[src/smr_pkg.sv]
// Shared types and constants of the stepper motion ramp controller.
// Used by every module of the block; depends on nothing else.
package smr_pkg;

    // Command codes carried in the opcode field.
    localparam logic [1:0] OP_TICK    = 2'd0;
    localparam logic [1:0] OP_REL     = 2'd1;
    localparam logic [1:0] OP_ABS     = 2'd2;
    localparam logic [1:0] OP_SETPOS  = 2'd3;

    // End actions and finish events.
    localparam logic [1:0] END_NONE    = 2'd0;
    localparam logic [1:0] END_DISABLE = 2'd1;
    localparam logic [1:0] END_BRAKE   = 2'd2;

    // Configuration register indexes.
    localparam int         CFG_IDX_W   = 1;
    localparam int         CFG_DATA_W  = 16;
    localparam logic [CFG_IDX_W-1:0] CFG_ACCEL = 1'b0;
    localparam logic [CFG_IDX_W-1:0] CFG_DECAY = 1'b1;

    localparam int          EXP_BITS_DEF  = 16;
    localparam int          PERIOD_W      = 24;
    localparam int          BASE_W        = 16;
    localparam logic [15:0] BASE_RESET    = 16'd10;
    localparam logic [15:0] SETPOS_PERIOD = 16'd10;
    localparam logic [16:0] ONE_Q16       = 17'h10000;

    // Operand widths of the shared multiplier.
    localparam int MUL_A_W = 32;
    localparam int MUL_B_W = 18;
    localparam int MUL_P_W = MUL_A_W + MUL_B_W;

    typedef struct packed {
        logic [1:0]         opcode;
        logic signed [31:0] amount;
        logic [15:0]        period_ms;
        logic [1:0]         end_action;
    } t_in_item;

    typedef struct packed {
        logic               step_pulse;
        logic               step_dir;
        logic               enable_event;
        logic [1:0]         finish_event;
        logic signed [31:0] cur_position;
        logic signed [31:0] remaining;
        logic               status;
    } t_out_item;

endpackage

[src/stepper_motion_ramp_controller_unit.sv]
// Top level of the stepper motion ramp controller: command decode, motion
// state, countdown and output register. Depends on smr_pkg and smr_period.
//
//  Channel  | Signals                                  | Direction
//  ---------+------------------------------------------+----------
//  in       | i_in_valid, o_in_ready, i_in_data        | command or tick in
//  out      | o_out_valid, i_out_ready, o_out_data     | one result per item
//  cfg      | i_cfg_we, i_cfg_index, i_cfg_data        | register writes
//
// One item at a time. A tick that runs no slot, a rejected command and a
// slot that finishes a move go straight to the output register. A slot that
// steps first waits for the step period from the shared multiplier in
// smr_period, which works through the bits of the larger ramp exponent.
// A new item is taken while the previous result still waits in the output
// register; the result of the new item waits until that one is transferred.
// Reset is synchronous and clears the motion state to idle.
module stepper_motion_ramp_controller_unit #(
    parameter int EXP_BITS = smr_pkg::EXP_BITS_DEF
) (
    input  logic                           i_clk,
    input  logic                           i_rst_n,
    input  logic                           i_in_valid,
    output logic                           o_in_ready,
    input  smr_pkg::t_in_item              i_in_data,
    output logic                           o_out_valid,
    input  logic                           i_out_ready,
    output smr_pkg::t_out_item             o_out_data,
    input  logic                           i_cfg_we,
    input  logic [smr_pkg::CFG_IDX_W-1:0]  i_cfg_index,
    input  logic [smr_pkg::CFG_DATA_W-1:0] i_cfg_data
);
    import smr_pkg::*;

    typedef enum logic [2:0] {S_IDLE, S_EXEC, S_SLOT, S_EXPN, S_WAIT, S_EMIT} t_state;

    t_state              r_state;
    t_in_item            r_item;
    logic [15:0]         r_accel;
    logic [15:0]         r_decay;
    logic [31:0]         r_pos;
    logic [31:0]         r_sl;
    logic [31:0]         r_ml;
    logic [BASE_W-1:0]   r_base;
    logic [1:0]          r_fm;
    logic                r_running;
    logic [PERIOD_W-1:0] r_cd;
    logic signed [32:0]  r_done;
    logic                r_pulse;
    logic                r_dir;
    logic                r_en;
    logic [1:0]          r_fin;
    logic                r_status;
    logic                r_out_valid;
    t_out_item           r_out;

    logic [32:0]         w_abs_done;
    logic [32:0]         w_arem_m1;
    logic [EXP_BITS-1:0] w_exp_done;
    logic [EXP_BITS-1:0] w_exp_rem;
    logic                w_per_done;
    logic [PERIOD_W-1:0] w_period;
    logic                w_in_xfer;

    assign w_in_xfer = i_in_valid && o_in_ready;

    // Exponents of the two ramp powers, saturated to the exponent width.
    // |rem| - 1 is ~rem for negative rem.
    assign w_abs_done = r_done[32] ? 33'(-r_done) : 33'(r_done);
    assign w_arem_m1  = r_sl[31] ? {1'b0, ~r_sl} : {1'b0, r_sl - 32'd1};
    assign w_exp_done = (|w_abs_done[32:EXP_BITS]) ? {EXP_BITS{1'b1}}
                                                   : w_abs_done[EXP_BITS-1:0];
    assign w_exp_rem  = (|w_arem_m1[32:EXP_BITS]) ? {EXP_BITS{1'b1}}
                                                  : w_arem_m1[EXP_BITS-1:0];

    smr_period #(
        .EXP_BITS (EXP_BITS)
    ) u_period (
        .i_clk    (i_clk),
        .i_rst_n  (i_rst_n),
        .i_start  (r_state == S_EXPN),
        .i_base   (r_base),
        .i_accel  (r_accel),
        .i_ratio  (r_decay),
        .i_exp_a  (w_exp_done),
        .i_exp_b  (w_exp_rem),
        .o_done   (w_per_done),
        .o_period (w_period)
    );

    always_ff @(posedge i_clk) begin
        if (!i_rst_n) begin
            r_state     <= S_IDLE;
            r_accel     <= '0;
            r_decay     <= '0;
            r_pos       <= '0;
            r_sl        <= '0;
            r_ml        <= '0;
            r_base      <= BASE_RESET;
            r_fm        <= END_NONE;
            r_running   <= 1'b0;
            r_cd        <= '0;
            r_out_valid <= 1'b0;
        end else begin
            if (i_cfg_we) begin
                unique case (i_cfg_index)
                    CFG_ACCEL: r_accel <= i_cfg_data;
                    CFG_DECAY: r_decay <= i_cfg_data;
                    default:   ;
                endcase
            end
            if (r_out_valid && i_out_ready && r_state != S_EMIT) begin
                r_out_valid <= 1'b0;
            end
            unique case (r_state)
                S_IDLE: begin
                    if (w_in_xfer) begin
                        r_item   <= i_in_data;
                        r_pulse  <= 1'b0;
                        r_dir    <= 1'b0;
                        r_en     <= 1'b0;
                        r_fin    <= END_NONE;
                        r_status <= 1'b0;
                        r_state  <= S_EXEC;
                    end
                end
                S_EXEC: begin
                    unique case (r_item.opcode)
                        OP_TICK: begin
                            if (!r_running) begin
                                r_state <= S_EMIT;
                            end else if (r_cd > PERIOD_W'(1)) begin
                                r_cd    <= r_cd - PERIOD_W'(1);
                                r_state <= S_EMIT;
                            end else begin
                                r_cd    <= '0;
                                r_state <= S_SLOT;
                            end
                        end
                        OP_SETPOS: begin
                            if (r_sl != '0) begin
                                r_status <= 1'b1;
                                r_state  <= S_EMIT;
                            end else begin
                                r_pos     <= r_item.amount;
                                r_ml      <= r_item.amount;
                                r_base    <= SETPOS_PERIOD;
                                r_fm      <= END_NONE;
                                r_running <= 1'b1;
                                r_state   <= S_SLOT;
                            end
                        end
                        default: begin
                            if (r_item.period_ms == '0) begin
                                r_status <= 1'b1;
                                r_state  <= S_EMIT;
                            end else begin
                                if (r_item.opcode == OP_ABS) begin
                                    r_sl <= r_item.amount - r_pos;
                                    r_ml <= r_item.amount - r_pos;
                                end else begin
                                    r_sl <= r_item.amount;
                                    r_ml <= r_item.amount;
                                end
                                r_base    <= r_item.period_ms;
                                r_fm      <= r_item.end_action;
                                r_running <= 1'b1;
                                r_en      <= 1'b1;
                                r_state   <= S_SLOT;
                            end
                        end
                    endcase
                end
                S_SLOT: begin
                    if (r_sl != '0) begin
                        r_done  <= $signed({r_ml[31], r_ml}) - $signed({r_sl[31], r_sl});
                        r_state <= S_EXPN;
                    end else begin
                        // An end action of three is kept but acts as none.
                        r_fin     <= (r_fm == END_DISABLE || r_fm == END_BRAKE) ? r_fm
                                                                              : END_NONE;
                        r_running <= 1'b0;
                        r_cd      <= PERIOD_W'(r_base);
                        r_state   <= S_EMIT;
                    end
                end
                S_EXPN: r_state <= S_WAIT;
                S_WAIT: begin
                    if (w_per_done) begin
                        r_cd    <= w_period;
                        r_pulse <= 1'b1;
                        r_dir   <= ~r_sl[31];
                        if (r_sl[31]) begin
                            r_sl  <= r_sl + 32'd1;
                            r_pos <= r_pos - 32'd1;
                        end else begin
                            r_sl  <= r_sl - 32'd1;
                            r_pos <= r_pos + 32'd1;
                        end
                        r_state <= S_EMIT;
                    end
                end
                S_EMIT: begin
                    if (!r_out_valid || i_out_ready) begin
                        r_out_valid        <= 1'b1;
                        r_out.step_pulse   <= r_pulse;
                        r_out.step_dir     <= r_dir;
                        r_out.enable_event <= r_en;
                        r_out.finish_event <= r_fin;
                        r_out.cur_position <= r_pos;
                        r_out.remaining    <= r_sl;
                        r_out.status       <= r_status;
                        r_state            <= S_IDLE;
                    end
                end
                default: r_state <= S_IDLE;
            endcase
        end
    end

    assign o_in_ready  = (r_state == S_IDLE);
    assign o_out_valid = r_out_valid;
    assign o_out_data  = r_out;

endmodule

[src/smr_mul.sv]
// Shared unsigned multiplier with a registered product.
// Depends on smr_pkg for the operand widths.
module smr_mul (
    input  logic                        i_clk,
    input  logic [smr_pkg::MUL_A_W-1:0] i_a,
    input  logic [smr_pkg::MUL_B_W-1:0] i_b,
    output logic [smr_pkg::MUL_P_W-1:0] o_p
);
    import smr_pkg::*;

    logic [MUL_P_W-1:0] r_p;

    always_ff @(posedge i_clk) begin
        r_p <= MUL_P_W'(i_a) * MUL_P_W'(i_b);
    end

    assign o_p = r_p;

endmodule

[src/smr_period.sv]
// Step period sequencer: two Q1.16 powers by square and multiply, then
// base + (base * accel * sum >> 24), saturated, all on one shared multiplier.
// Depends on smr_pkg and smr_mul.
module smr_period #(
    parameter int EXP_BITS = smr_pkg::EXP_BITS_DEF
) (
    input  logic                         i_clk,
    input  logic                         i_rst_n,
    input  logic                         i_start,
    input  logic [smr_pkg::BASE_W-1:0]   i_base,
    input  logic [15:0]                  i_accel,
    input  logic [15:0]                  i_ratio,
    input  logic [EXP_BITS-1:0]          i_exp_a,
    input  logic [EXP_BITS-1:0]          i_exp_b,
    output logic                         o_done,
    output logic [smr_pkg::PERIOD_W-1:0] o_period
);
    import smr_pkg::*;

    typedef enum logic [2:0] {P_IDLE, P_LOOP, P_BA, P_MUL2, P_FIN} t_pstate;
    typedef enum logic [1:0] {OPS_NONE, OPS_A, OPS_B, OPS_S} t_op;

    t_pstate             r_state;
    t_op                 r_op_q;
    logic [1:0]          r_ph;
    logic [15:0]         r_b;
    logic [16:0]         r_acc_a;
    logic [16:0]         r_acc_b;
    logic [EXP_BITS-1:0] r_ea;
    logic [EXP_BITS-1:0] r_eb;
    logic                r_done;
    logic [PERIOD_W-1:0] r_period;

    t_op                 w_op;
    logic [MUL_A_W-1:0]  w_a;
    logic [MUL_B_W-1:0]  w_bm;
    logic [MUL_P_W-1:0]  w_p;
    logic [15:0]         w_b_cur;
    logic                w_exp_zero;
    logic [PERIOD_W+2:0] w_sum;

    smr_mul u_mul (
        .i_clk (i_clk),
        .i_a   (w_a),
        .i_b   (w_bm),
        .o_p   (w_p)
    );

    // A square issued in the previous cycle has not reached r_b yet.
    assign w_b_cur    = (r_op_q == OPS_S) ? w_p[31:16] : r_b;
    assign w_exp_zero = (r_ea == '0) && (r_eb == '0);
    assign w_sum      = (PERIOD_W+3)'(i_base) + (PERIOD_W+3)'(w_p[MUL_P_W-1:24]);

    always_comb begin
        w_op = OPS_NONE;
        w_a  = '0;
        w_bm = '0;
        unique case (r_state)
            P_LOOP: begin
                case (r_ph)
                    2'd0: begin
                        if (!w_exp_zero && r_ea[0]) begin
                            w_op = OPS_A;
                            w_a  = MUL_A_W'(r_acc_a);
                            w_bm = MUL_B_W'(w_b_cur);
                        end
                    end
                    2'd1: begin
                        if (r_eb[0]) begin
                            w_op = OPS_B;
                            w_a  = MUL_A_W'(r_acc_b);
                            w_bm = MUL_B_W'(w_b_cur);
                        end
                    end
                    2'd2: begin
                        w_op = OPS_S;
                        w_a  = MUL_A_W'(w_b_cur);
                        w_bm = MUL_B_W'(w_b_cur);
                    end
                    default: w_op = OPS_NONE;
                endcase
            end
            P_BA: begin
                w_a  = MUL_A_W'(i_base);
                w_bm = MUL_B_W'(i_accel);
            end
            P_MUL2: begin
                w_a  = w_p[MUL_A_W-1:0];
                w_bm = MUL_B_W'(r_acc_a) + MUL_B_W'(r_acc_b);
            end
            default: w_op = OPS_NONE;
        endcase
    end

    always_ff @(posedge i_clk) begin
        if (!i_rst_n) begin
            r_state <= P_IDLE;
            r_op_q  <= OPS_NONE;
            r_done  <= 1'b0;
            r_ph    <= 2'd0;
        end else begin
            r_done <= 1'b0;
            r_op_q <= w_op;
            case (r_op_q)
                OPS_A:   r_acc_a <= w_p[32:16];
                OPS_B:   r_acc_b <= w_p[32:16];
                OPS_S:   r_b     <= w_p[31:16];
                default: ;
            endcase
            unique case (r_state)
                P_IDLE: begin
                    if (i_start) begin
                        r_b     <= i_ratio;
                        r_acc_a <= ONE_Q16;
                        r_acc_b <= ONE_Q16;
                        r_ea    <= i_exp_a;
                        r_eb    <= i_exp_b;
                        r_ph    <= 2'd0;
                        r_state <= P_LOOP;
                    end
                end
                P_LOOP: begin
                    case (r_ph)
                        2'd0: begin
                            if (w_exp_zero) begin
                                r_state <= P_BA;
                            end else begin
                                r_ph <= 2'd1;
                            end
                        end
                        2'd1: r_ph <= 2'd2;
                        default: begin
                            r_ea <= r_ea >> 1;
                            r_eb <= r_eb >> 1;
                            r_ph <= 2'd0;
                        end
                    endcase
                end
                P_BA:   r_state <= P_MUL2;
                P_MUL2: r_state <= P_FIN;
                P_FIN: begin
                    r_period <= (|w_sum[PERIOD_W+2:PERIOD_W]) ? {PERIOD_W{1'b1}}
                                                              : w_sum[PERIOD_W-1:0];
                    r_done   <= 1'b1;
                    r_state  <= P_IDLE;
                end
                default: r_state <= P_IDLE;
            endcase
        end
    end

    assign o_done   = r_done;
    assign o_period = r_period;

endmodule
[config.mk]
export PLATFORM = sky130hd
export DESIGN_NAME = stepper_motion_ramp_controller_unit
export DESIGN_NICKNAME = d
export VERILOG_FILES = /design/src/smr_pkg.sv /design/src/stepper_motion_ramp_controller_unit.sv /design/src/smr_mul.sv /design/src/smr_period.sv
export SDC_FILE = /design/constraint.sdc
export NUM_CORES = 2
export LEC_CHECK = 0
export BUFFER_PORTS_ARGS = -buffer_cell sky130_fd_sc_hd__buf_2
export CAP_MARGIN = 15
export CORE_ASPECT_RATIO = 1.25
export CORE_UTILIZATION = 55
export DETAILED_ROUTE_END_ITERATION = 16
export PLACE_DENSITY = 0.75
export SYNTH_ARGS = -nofsm -noshare
export SYNTH_HDL_FRONTEND = slang
export SYNTH_SLANG_ARGS = --single-unit
export TNS_END_PERCENT = 5
[constraint.sdc]
create_clock -name i_clk -period 9.7 [get_ports i_clk]
set_clock_uncertainty 0.15 [all_clocks]
set_input_delay 1.455 -clock i_clk [delete_from_list [all_inputs] [get_ports i_clk]]
set_output_delay 1.455 -clock i_clk [all_outputs]
set_load 0.01 [all_outputs]
# ---- After elaboration in Yosys (flattened, before gate mapping)
# Index checks and enable logic that the tools add are counted.
dict set report op_classes {
  addsub 10
  multipliers 1
  magnitude_cmp 1
  eq_ne 41
  n_mux 96
  bitwise 4
  reduce_logical 49
}
# cell count
set op_table {}
lappend op_table {{two-way mux 32 bit} 10}
lappend op_table {{two-way mux 16 bit} 13}
lappend op_table {{case mux 32 bit (2 select lines)} 3}
lappend op_table {{case mux 32 bit (3 select lines)} 2}
lappend op_table {{two-way mux 17 bit} 8}
lappend op_table {{two-way mux 24 bit} 5}
lappend op_table {{case mux 18 bit (3 select lines)} 2}
lappend op_table {{case mux 16 bit (2 select lines)} 3}
lappend op_table {{case mux 24 bit (3 select lines)} 1}
lappend op_table {{adder 32 x 1 -> 32 bit, second input constant} 2}
lappend op_table {{subtractor 32 x 1 -> 32 bit, second input constant} 2}
lappend op_table {{multiplier 32 x 18 -> 50 bit} 1}
lappend op_table {{zero test 16 bit} 3}
lappend op_table {{OR reduction 17 bit} 2}
lappend op_table {{two-way mux 3 bit} 11}
lappend op_table {{two-way mux 33 bit} 1}
lappend op_table {{negator 33 bit} 1}
lappend op_table {{subtractor 32 x 32 -> 33 bit} 1}
lappend op_table {{inverter 32 bit} 1}
lappend op_table {{nonzero test 32 bit} 1}
lappend op_table {{subtractor 32 bit} 1}
lappend op_table {{adder 16 x 26 -> 27 bit} 1}
lappend op_table {{greater-than comparator 24 x 1 -> 1 bit, second input constant} 1}
lappend op_table {{AND reduction 4 bit} 6}
lappend op_table {{other kinds (32)} 120}
dict set report totals {
  ff_bits 500
  output_inout_bits 72
  wordCells 241
}

# ---- Longest topological paths before layout
dict set report logic_depth {
  depth_word 8
  depth_mapped 40
}

# ---- Modules after synthesis
# Synthesis repeated with hierarchy kept, for this count alone.
dict set report hier_totals {
  hier_cells 5362
  area_unflattened_um2 47480.5
}
# mod n_inst cells_per_inst area_each_um2
set by_module_without_submodules {}
lappend by_module_without_submodules {stepper_motion_ramp_controller_unit 1 2377 20515.9}
lappend by_module_without_submodules {smr_mul 1 2184 19154.6}
lappend by_module_without_submodules {smr_period 1 801 7810.0}

# ---- Least setup slack after synthesis
# Ideal clock, no wire load.
dict set report synth_timing {
  kind {in2reg}
  from {input i_rst_n}
  to {register r_out, in the netlist o_out_data[0] (enable)}
  setup_time_ps 671
  arrival_ps 8414
  t_required_ps 8879
  slack_ps 466
  stages 3
  path_buffers 1
  path_cell_list {inv_1 > clkbuf_1 > nor4_1}
}
dict set report synth_via {
  elab_chain_len 1
}
# item line_no
set synth_lines {}
lappend synth_lines {{from (decl)} stepper_motion_ramp_controller_unit.sv:21} ;# input logic i_rst_n,
lappend synth_lines {{AND reduction 3 bit (no line)} --}
lappend synth_lines {{to (decl)} stepper_motion_ramp_controller_unit.sv:54} ;# t_out_item r_out;
# No other way between the ends.
# A chain may end at the register's enable or synchronous reset.

# ---- Worst setup path after layout
dict set report layout_timing {
  from {register u_period.r_acc_a[0]}
  to {register u_period.u_mul.r_p[43], in the netlist u_period.u_mul.o_p[43]}
}
dict set report layout_via {
  elab_chain_len 4
  word_cells_on_any_way 6
  cone_classes {add/sub (1); mul (1); mux (4)}
}
# item line_no
set layout_lines {}
lappend layout_lines {{from (decl)} smr_period.sv:27} ;# logic [16:0] r_acc_a;
lappend layout_lines {{from (signal assigned)} smr_period.sv:105} ;# OPS_A: r_acc_a <= w_p[32:16];
lappend layout_lines {{branches (longest 3 deep; another with adder 17 x 17 -> 18 bit)} --}
lappend layout_lines {{multiplier 32 x 18 -> 50 bit *} smr_mul.sv:14} ;# r_p <= MUL_P_W'(i_a) * MUL_P_W'(i_b);
lappend layout_lines {{to (signal assigned)} smr_mul.sv:14}
lappend layout_lines {{to (decl)} smr_mul.sv:11} ;# logic [MUL_P_W-1:0] r_p;
# Every way passes the cells marked *.

==> flow_results.org <==
** Outcome
- The flow ran to the end, and the final reports show no timing, DRC or antenna violations.

** Global route
- The number of global-route vias before repair was approximately 39000.
- GR Layer Usage met1 :: 38.34%
- The first global-routing pass estimated 219700 um of wire.
- The number of antenna violations at the first check in global routing is 6.
- Highest-utilization routing layer at the global route stage :: met2
- Total global routing overflow :: 0
- For this run, global-route usage on met3 was measured as between 4 and 5%.
- For this run, the total global-route usage over all layers was measured as 34.40%.
- Maximum number of pins on one net before global-route repair :: between 80 and 90
- Routing usage on met2 :: between 50% and 60%

** Die
- The floorplan has approximately 120 rows.
- Die area :: 83910 um2
- The die is 259.3 um wide.
- The floorplan step defined a core boundary enclosing roughly 82000 um2.
- For this configuration, the core starts out at a cell density of 55.72%.
- For this design the top-level I/O count stands at between 100 and 150.
- The floorplan step set the die height to about 320 um.

** Clock network
- The H-tree was split into 2 levels.
- TritonCTS built the clock tree.
- Buffer levels on the longest clock path :: 3
- Clock latency on the worst-skew pair :: 0.63 ns
- The tree is rooted in a sky130_fd_sc_hd__clkbuf_16.
- The clock drives 500 sinks.
- For this design, the CTS-stage hold fixing added 0 buffers.
- Counting the buffers created by CTS gives 49.
- Clock transition at the registers of the reported paths :: 0.06 ns

** STA
- Setup violations remaining at the end of the flow were counted as 0.
- In the finished design, the share of the clock period the worst path needs comes to 95.67%.
- The count of endpoints failing hold in the final timing report is 0.
- Headroom to the max-slew limit came out at 26.43%.
- Final critical-path required period :: about 9.3 ns
- Max Freq :: 0.1078 GHz
- At the pin with the least slew margin, the transition time is approximately 1.1 ns.
- Final slew viol count :: 0
- Worst-case setup margin in the final layout :: about 0.42 ns
- After routing, the total negative slack on setup checks comes to 0 ns.

** Yosys
- After synthesis, flip-flops and latches occupy 27.87% of the total area.
- Largest cells by area after synthesis :: sky130_fd_sc_hd__fa_1 21%, sky130_fd_sc_hd__edfxtp_1 18%, sky130_fd_sc_hd__dfxtp_1 10%
- Number of warnings issued by yosys :: 0
- After synthesis the netlist holds a flip-flop and latch count of 500.
- Summed over all instances, the cell type with the most area after synthesis is sky130_fd_sc_hd__fa_1.
- Gate count after technology mapping :: about 5200
- Counting distinct cell types in the post-synthesis netlist gives 86.
- Syn Std Cell Area :: 45510 um2
- Counting flops with a built-in enable in the synthesized netlist gives 267.
- Average instance area after synthesis :: between 8 and 9 um2
- The top cell type by area accounts for 21.33% of the synthesized area.
- Syn nets :: 6019
- Most used DFF post-synth :: sky130_fd_sc_hd__edfxtp_1
- For this run, asynchronously set or reset flops after synthesis account for 0%.

** Critical path
- STA classifies the critical path startpoint as a flop.
- Kind of end point of the critical path :: flop
- In this run the worst path has a maximum fanout of 6.
- Crit path max-delay cell type :: sky130_fd_sc_hd__fa_1
- Dominant delay contributor by cell family on the critical path :: adder cells
- Most numerous cell on the critical path :: sky130_fd_sc_hd__fa_1
- For this run, the slowest stage of the critical path takes 0.56 ns.
- For the worst setup path, the data arrival time is 9.65 ns.
- Buffer and inverter count on the worst path :: 6
- Crit Path Category :: flop to flop
- Required time of the critical path :: 10.07 ns

** Final layout
- Share of final-layout standard cells stronger than drive strength 1 :: under 10%
- The filler cells instantiated in the layout total 7112.
- Final-stage net count :: 6106
- The library cell used most frequently in the layout, excluding fill and tap cells, is sky130_fd_sc_hd__nand2_1.
- Area occupied by multi-input gates :: 29560 um2
- 0 antenna diodes ended up in the layout.
- Non-Filler Instances :: 6400
- FF+latch area :: 12680 um2
- In the layout the commonest cells are 734 x sky130_fd_sc_hd__nand2_1, 684 x sky130_fd_sc_hd__inv_1, 558 x sky130_fd_sc_hd__nor2_1.
- Compared with the post-synthesis result, the final layout area differs by 9.133%.
- Measured on the finished design, the core utilization comes to 60.80%.

** Routing
- Total wire length after detailed routing :: 145000 um
- Residual DRC count :: 0
- For this run, the detailed router's first-pass iteration total came to 7.
- After detailed routing, the average wire length per cell comes to 22.66 um.
- The detail route stage leaves a number of antenna-violating nets equal to 0.
- Vias/cell :: 6.095
- For this block, the initial DRC count from the detailed router was 3885.
- Number of vias in the routed layout :: 39010

** Pwr
- Worst ir drop on vdd :: 0.1657 mV
- Power Density :: 146.4 nW/um2
- The analysis attributes to cell leakage a power of around 22 nW.

** Placement
- Total of buffers placed on input and output ports :: 145
- Prior to clock tree synthesis, the placed netlist has a worst setup slack of 0.09008 ns.
- Placed instance count :: 6294
- At the end of routability-driven placement, the weighted congestion stood at 1.031.
- Post-detail-place hpwl :: 111600 um

** Run
- The tool flagged a number of max-cap violations equal to 0.

** Worst hold path
- Worst min path class :: flop to flop
-- worst register-to-register path, delay by kind of cell, from the launching register on --
family / cells / cell delay [ns]
buffers and inverters: 6 / 0.55
XOR/XNOR: 2 / 0.37
AND/OR/NAND/NOR: 4 / 0.50
adder cells (fa/ha/maj): 9 / 3.94
AO/OA/AOI/OAI: 18 / 3.30
flip-flops: 1 / 0.38
-- power by group --
group / total (W) / switching, W / leakage, nW / internal, W
Combinational: 0.00262 / 0.00173 / 16.7 / 0.000892
Clock: 0.00202 / 0.000898 / 0.814 / 0.00112
Sequential: 0.00263 / 0.000196 / 4.33 / 0.00243
-- worst paths after layout --
check / startpoint / endpoint / slack (ns) / cells past startpoint
setup / recovery: u_period.r_acc_a[0]$_DFFE_PP_ / u_period.u_mul.o_p[43]$_DFF_P_ / 0.42 / 39
hold / removal: r_dir$_SDFFCE_PN0P_ / o_out_data[68]$_DFFE_PP_ / 0.26 / 0
setup reg to reg: u_period.r_acc_a[0]$_DFFE_PP_ / u_period.u_mul.o_p[43]$_DFF_P_ / 0.42 / 39
hold reg to reg: r_dir$_SDFFCE_PN0P_ / o_out_data[68]$_DFFE_PP_ / 0.26 / 0
-- cells by family after synthesis --
logic type	Yosys count	share of synthesized area, %
AO/OA/AOI/OAI	1059	14.72
XOR/XNOR	187	3.599
adder cells (fa/ha/maj)	743	28.43
buffers and inverters	936	7.766
flip-flops	500	27.87
multiplexers	40	0.8935
AND/OR/NAND/NOR	1737	16.73
-- flip-flops by register name, summed over array words and instances, names as in the netlist, 32 cells and up --
name and flops:
r_ml 32, r_item 52, u_period.u_mul.o_p 50, r_pos 32
r_done 33, o_out_data 70, r_sl 32
-- synthesized netlist by cell type, drive strengths merged, types with 11 or more instances --
| cell | n |
|---|---|
| a21o | 92 |
| a31oi | 61 |
| o21ai | 219 |
| inv | 687 |
| edfxtp | 267 |
| nand3b | 21 |
| a211oi | 51 |
| nand2 | 736 |
| o22ai | 12 |
| o31ai | 13 |
| a22oi | 30 |
| a221oi | 47 |
| a21oi | 357 |
| xnor2 | 121 |
| o21a | 26 |
| nand4 | 17 |
| a221o | 19 |
| clkbuf | 224 |
| o211ai | 12 |
| mux2i | 35 |
| buf | 24 |
| xor2 | 66 |
| o221ai | 11 |
| ha | 258 |
| and3 | 29 |
| nor2b | 35 |
| and2 | 31 |
| o21bai | 17 |
| or3 | 20 |
| dfxtp | 233 |
| nand2b | 75 |
| nor2 | 559 |
| nor4 | 44 |
| fa | 485 |
| nor3 | 75 |
| nand3 | 62 |
-- layout make-up --
cell class,instances,share of cell area [%]
Clock buffer,66,2.887
Inverter,688,5.204
Sequential cell,500,25.54
Timing Repair Buffer,283,3.685
Tap cell,1071,2.698
Clock inverter,25,0.4660
Multi-Input combinational cell,3767,59.52
-- stage by stage --
step	cell area [um2]	hold WS [ns]	total power, W
detailed placement	47760	0.2562	0.005172
CTS	49430	0.2612	0.007186
finish	49670	0.2587	0.007270
floorplan	45510	0.2503	0.004326
global placement	47760	0.2507	0.005133
global route	49670	0.2634	0.007578
-- per-layer routing --
metal  vias up  routed length [um]
met3       587               11030
met1     19080               50140
met5         -                  31
li1      17500                   -
met4         6               12560
met2      1838               71270
-- timing repair --
| action | in CTS | in global routing |
|---|---|---|
| pin swaps | 0 | 8 |
| endpoints found under the setup margin | 1 | 13 |
| buffers inserted | 0 | 13 |
| gates resized for setup | 1 | 28 |
| gates cloned | 0 | 2 |
Note: power is estimated with default switching activity, not from simulation.
